### config.mk
export PLATFORM = sky130hd
export DESIGN_NAME = cbe_tap_unit
export DESIGN_NICKNAME = d
export VERILOG_FILES = /design/src/design/cbe_pkg.sv /design/src/design/cbe_tap_unit.sv
export SDC_FILE = /design/constraint.sdc
export NUM_CORES = 2
export LEC_CHECK = 0
export BUFFER_PORTS_ARGS = -buffer_cell sky130_fd_sc_hd__clkbuf_2
export CORE_ASPECT_RATIO = 0.7
export CORE_MARGIN = 2
export CORE_UTILIZATION = 60
export CTS_BUF_LIST = sky130_fd_sc_hd__clkbuf_8
export DETAILED_ROUTE_END_ITERATION = 10
export PLACE_DENSITY = 0.89
export SYNTH_ARGS = -nofsm -noshare
export SYNTH_HDL_FRONTEND = slang
export SYNTH_SLANG_ARGS = --single-unit
### constraint.sdc
create_clock -name clk -period 6.2 [get_ports clk]
set_clock_uncertainty 0.1 [all_clocks]
set_input_delay 0.93 -clock clk [delete_from_list [all_inputs] [get_ports clk]]
set_output_delay 0.93 -clock clk [all_outputs]
set_load 0.05 [all_outputs]
### src/design/cbe_pkg.sv
// Shared constants, types and helpers for the constant modulus blind equaliser.
// Used by cbe_cell, cbe_tap_unit and cma_blind_equalizer_top; no dependencies.
package cbe_pkg;

	localparam int TAPS      = 32;
	localparam int W_W       = 24;                    // weight / output width, Q4.20
	localparam int X_W       = 16;                    // sample width, Q1.15
	localparam int MUE_W     = 48;                    // step size times error
	localparam int PROD_W    = MUE_W + X_W;           // shared multiplier product
	localparam int ACC_W     = W_W + X_W + 1 + $clog2(TAPS);
	localparam int RC_W      = $clog2(TAPS + 2);      // rotation counter
	localparam int SAT_IN_W  = 36;                    // input width of the saturator
	localparam int STEP_W    = 16;

	localparam logic [STEP_W-1:0]      STEP_RST = STEP_W'(328);
	localparam logic signed [W_W-1:0] ONE_Q20  = W_W'(1048576);
	localparam logic signed [W_W-1:0] W_MAX    = W_W'(8388607);
	localparam logic signed [W_W-1:0] W_MIN    = W_W'(-8388608);

	typedef enum logic [6:0] {
		ST_IDLE = 7'b0000001,
		ST_DOT  = 7'b0000010,
		ST_Y    = 7'b0000100,
		ST_SQ   = 7'b0001000,
		ST_ERR  = 7'b0010000,
		ST_MUE  = 7'b0100000,
		ST_UPD  = 7'b1000000
	} state_t;

	// Controls broadcast to every cell of the ring.
	typedef struct packed {
		logic load;    // shift a new sample into the delay line
		logic rotate;  // pass weight and sample one place towards the head
		logic clear;   // restore the reset contents
	} cell_ctl_t;

	// Controls for the shared multiply unit at the head of the ring.
	typedef struct packed {
		logic active;  // a rotation cycle is in progress
		logic real_el; // the head cell holds a real tap this cycle
		logic update;  // weight update pass rather than dot product pass
	} tap_ctl_t;

	function automatic logic signed [W_W-1:0] sat_w(input logic signed [SAT_IN_W-1:0] v);
		logic signed [W_W-1:0] r;
		if (v > SAT_IN_W'(W_MAX))
			r = W_MAX;
		else if (v < SAT_IN_W'(W_MIN))
			r = W_MIN;
		else
			r = v[W_W-1:0];
		return r;
	endfunction

endpackage

### src/design/cbe_tap_unit.sv
// Shared multiplier stage between the head and the tail of the ring: products
// for the dot product, and the rounded, saturated weight update.
// Depends on cbe_pkg.
module cbe_tap_unit (
	input  logic                              clk,
	input  logic                              arst_n,
	input  cbe_pkg::tap_ctl_t                 ctl,
	input  logic signed [cbe_pkg::W_W-1:0]    head_w,
	input  logic signed [cbe_pkg::X_W-1:0]    head_x,
	input  logic signed [cbe_pkg::MUE_W-1:0]  mue,
	output logic signed [cbe_pkg::W_W-1:0]    tail_w,
	output logic signed [cbe_pkg::X_W-1:0]    tail_x,
	output logic signed [cbe_pkg::PROD_W-1:0] prod,
	output logic                              prod_valid
);

	logic signed [cbe_pkg::MUE_W-1:0]  mul_a;
	logic signed [cbe_pkg::PROD_W-1:0] prod_s1;
	logic signed [cbe_pkg::W_W-1:0]    w_s1;
	logic signed [cbe_pkg::X_W-1:0]    x_s1;
	logic                              valid_s1;
	logic signed [cbe_pkg::PROD_W-1:0] rnd;
	logic signed [cbe_pkg::SAT_IN_W-1:0] diff;

	// The multiplier takes the weight in the dot product pass and mu*e in the update.
	assign mul_a = ctl.update ? mue : cbe_pkg::MUE_W'(head_w);

	always_ff @(posedge clk or negedge arst_n) begin
		if (!arst_n) begin
			valid_s1 <= 1'b0;
		end else begin
			valid_s1 <= ctl.active && ctl.real_el;
		end
	end

	always_ff @(posedge clk) begin
		prod_s1 <= cbe_pkg::PROD_W'(mul_a) * cbe_pkg::PROD_W'(head_x);
		w_s1    <= head_w;
		x_s1    <= head_x;
	end

	assign rnd  = prod_s1 + (cbe_pkg::PROD_W'(1) <<< 30);
	assign diff = cbe_pkg::SAT_IN_W'(w_s1) - cbe_pkg::SAT_IN_W'(rnd >>> 31);

	assign tail_w     = ctl.update ? cbe_pkg::sat_w(diff) : w_s1;
	assign tail_x     = x_s1;
	assign prod       = prod_s1;
	assign prod_valid = valid_s1;

endmodule

# Word-level counts from Yosys, hierarchy flattened
# Cells that the tools add are included.
[totals] inputBits=93 memories=0 word_cells=14 mem_bits_rw=0 latchBits=0 ff_bits=105 rom_bits=0 out_inout_bits=105
[classes] shift=0 bitwise=0 n_reduce_logical=1 n_eq_ne=0 order_cmp=2 add_sub_neg=2 muxes=4 div_mod_pow=0 multipliers=1
[ops] operator="$mux 24" count=3
[ops] operator="$add 64x32->64 const B" count=1
[ops] operator="$mul 48x16->64" count=1
[ops] operator="$mux 48" count=1
[ops] operator="$gt 34x24->1 const B" count=1
[ops] operator="$lt 34x24->1 const B" count=1
[ops] operator="$sub 24x33->34" count=1
[ops] operator="$logic_and 1x1->1" count=1

# Longest topological paths before layout
[depth] ltp_word=6 mapped_depth=30 ltp_nobuf=28

# Worst setup path after synthesis
# No wires, ideal clock.
[synth_path] path_type="input -> register" startpoint="in ctl[0] (netlist bit)" endpoint="reg prod_s1 (netlist bit prod[59])" stages=26 path_buffers=4 required_ns=5.974 setup_ns=0.126 t_arrival_ns=7.920 setup_slack_ns=-1.946 cell_sequence="buf_1 > clkbuf_1 > mux2_2 > clkbuf_1 > nand2_1 > fa_1 > fa_1 > fa_1 > inv_1 > fa_1 > fa_1 > inv_1 > fa_1 > inv_1 > ha_1 > clkbuf_1 > a21o_1 > a21o_1 > a221o_1 > a41o_1 > a211o_1 > a21oi_2 > o21ai_2 > a2111oi_1 > nor2_1 > xor2_1"
[synth_via] elab_chain_cells=2
[synth_rtl] element="from (decl)" line_no="cbe_tap_unit.sv:7" source="input cbe_pkg::tap_ctl_t ctl,"
[synth_rtl] element="$mux 48" line_no="cbe_tap_unit.sv:26" source="assign mul_a = ctl.update ? mue : cbe_pkg::MUE_W'(head_w);"
[synth_rtl] element="$mul 48x16->64" line_no="cbe_tap_unit.sv:37" source="prod_s1 <= cbe_pkg::PROD_W'(mul_a) * cbe_pkg::PROD_W'(head_x);"
[synth_rtl] element="to (signal assigned)" line_no="cbe_tap_unit.sv:37"
[synth_rtl] element="to (decl)" line_no="cbe_tap_unit.sv:18" source="logic signed [cbe_pkg::PROD_W-1:0] prod_s1;"
# No other way between the ends.

# Worst setup path in the final report
[layout_path] startpoint="in ctl[0] (netlist bit)" endpoint="reg prod_s1 (netlist bit prod[49])"
# Same word-level chain as after synthesis.

==> run summary <==
ys async rst share = 0.952%
EDFF count, synth = 0
Slew headroom = 56.4%
Post-Syn Area = 31600 um2
per-cell routed wire length = 21.8 um
Post-Synth XOR/XNOR Area = 3.46%
syn_area_per_cell = 8.66 um2
Crit-path slowest cell = fa_1
GPL Wtd Cong = 1.04
list of most frequent post-synthesis cells = inv_1 (877), fa_1 (711), nand2_1 (573)
most numerous cell in the Yosys netlist = inv_1
layout cell share with drive strength beyond 1 = 23.1%
Post-DRT Antenna Nets = 0
Slew Limit Fails = 0
quantity of I/O buffers inserted on ports = 197
post-route setup slack = -1.22 ns
FP Rows = 70
Ports = 198
crit-path max cell delay = 0.59 ns
Seq/Total Area, Yosys = 6.67%
via count = 28600
startpoint class of the critical path = primary input
drt via density = 5.86
Setup violations, final = 73
initial drt markers = 3609
post-synthesis simple-gate area fraction = 16.2%
part of the cycle the worst path needs = 120%
fin util = 74.8%
DRT Pass-1 Iters = 9
Worst Hold Class = primary input to async pin
cells after synthesis = 3647
register area = 2110 um2
failing checks = negative setup slack
CTS root buffer = clkbuf_8
CTS Buffer Depth = 2
synthesis-to-layout area growth = 23.3%
Synth Flop Type = dfxtp_1
All-Layer GR Usage = 38.2%
Hold Fails Final Rpt = 0
Post-CTS Hold Buffers = 0
Compound-Gate Fraction of Synth Area = 8.08%
Tightest Pin Transition = 0.654 ns
main combinational cell family by area after synthesis = adder cells
die width = 278 um
synthesized flop and latch total = 105
multiplexer area fraction after synthesis = 0.879%
Synth Area in Adders = 52.2%
# nets final = 5173
Multi-input gate area = 27000 um2
number of synthesis warnings = 0
GRT overflow = 0
global-route wire length before repair = 160000 um
H-tree depth = 3
RSZ-0062 raised after global routing = yes
post-synthesis cell type count = 72
status = finished with violations
Max-cap violations = 0
area share of the largest cell type after synthesis = 45.0%
placed wire-length estimate = 81800 um
CP arrival = 7.76 ns
Sink Count = 105
Std-Cell Core Area = 52100 um2
TritonCTS clock tree = yes
initial antenna violation count = 5
CP Class = primary input to flip-flop
DRT Wirelength = 107000 um
crit path max fanout = 6
Final Critical Period = 7.42 ns
WP data required = 6.54 ns
DIE AREA = 54500 um2
Layout fillers = 3144
Fmax = 135 MHz
Synth area leaders = fa_1 (45%), inv_1 (10%), ha_1 (7.1%)
Synth area leader = fa_1
DIE HEIGHT = 196 um
Post-Syn Nets = 4631
largest net degree at the start of global routing = 41
number of buffers created by CTS = 9
DRC Markers = 0
most used cell, CP = fa_1
crit end category = flip-flop
vias in the first global route = 29900
Initial Utilization = 60.6%
CTS clk-pin slew, worst paths = 0.13 ns
-- cell usage in the layout (no fill, tap or decap), types with 10 or more instances in the layout --
cell type / Yosys / final
o21ai_0: 63 / 46
xnor2_2: 1 / 10
dfxtp_1: 104 / 101
xnor2_1: 71 / 62
a21oi_2: 2 / 16
o21ai_1: 6 / 15
buf_12: 0 / 18
fa_1: 711 / 699
nand3_1: 37 / 34
clkbuf_2: 0 / 171
nor2_1: 119 / 110
nor2b_1: 21 / 21
ha_4: 0 / 17
nand2_1: 573 / 548
nand4_1: 13 / 13
and2_1: 255 / 244
inv_1: 877 / 870
nand2b_1: 17 / 16
mux2_4: 0 / 17
a21o_1: 57 / 56
nand2_2: 0 / 13
buf_8: 0 / 28
o21bai_1: 17 / 17
and2_4: 0 / 11
buf_6: 4 / 29
and3_1: 24 / 18
a21oi_1: 87 / 68
o22ai_4: 0 / 23
ha_1: 180 / 159
fa_2: 0 / 12
buf_4: 0 / 445
a31oi_1: 16 / 13
xor2_1: 52 / 51
-- routing by layer --
metal,GRT usage [%],part of all wire [%],vias up
li1,-,-,11900
met1,49.7,35,13900
met2,56.8,43,2256
met3,11.5,14,567
met4,23.1,7.4,6
met5,0,0.038,-
-- kinds of logic after synthesis --
group | count (synthesis)
AO/OA/AOI/OAI | 357
XOR/XNOR | 124
adder cells (fa/ha/maj) | 891
buffers and inverters | 1047
flip-flops | 105
multiplexers | 25
AND/OR/NAND/NOR | 1098
-- area by class of cell --
cell class,instances,area share [%]
clock inverter,7,0.186
timing repair buffer,700,14.2
inverter,877,8.46
multi-input combinational,2496,69.2
tap,684,2.20
antenna,3,0.0193
clock buffer,9,0.318
sequential,105,5.42
-- through the flow --
step	setup WS, ns	hold slack (ns)	TNS [ns]	instance area [um2]	instances
final	-1.22	0.0808	-43.71	39000	4881
after global routing	-1.35	0.0573	-53.72	39000	4879
after CTS	-1.10	0.0609	-37.29	38000	4855
after detailed placement	-1.96	0.606	-71.75	36600	4817
after global placement	-1.74	0.605	-65.13	36600	4817
after floorplan	-1.29	0.534	-33.77	31900	3647
-- state kept, by name, summed over array words and instances, names as in the netlist --
register	cells
prod	64
w_s1	24
tail_x	16
prod_valid	1
-- final timing paths --
path | cells after the start | start | to
setup / recovery | 25 | ctl[0] | prod[49]
hold / removal | 1 | arst_n | prod_valid
max in group asynchronous | 1 | arst_n | prod_valid
min in group clk | 1 | head_w[20] | w_s1[20]
-- critical path, delay by kind of cell --
family          cells  cell delay (ns)
compound gates      9             2.10
xor+xnor            1             0.14
fa+ha+maj           7             3.31
buf+inv             6             0.75
mux                 1             0.34
simple gates        1             0.17
-- what timing repair did --
item | in CTS | in global routing
setup buffers | 18 | 20
gates resized for setup | 212 | 165
pin swaps | 72 | 71
endpoints found under the setup margin | 73 | 75
cloned | 4 | 6
Power is left out: the tool's default activity adds up to more than one toggle a clock period on the data nets, which glitch-free logic cannot reach.
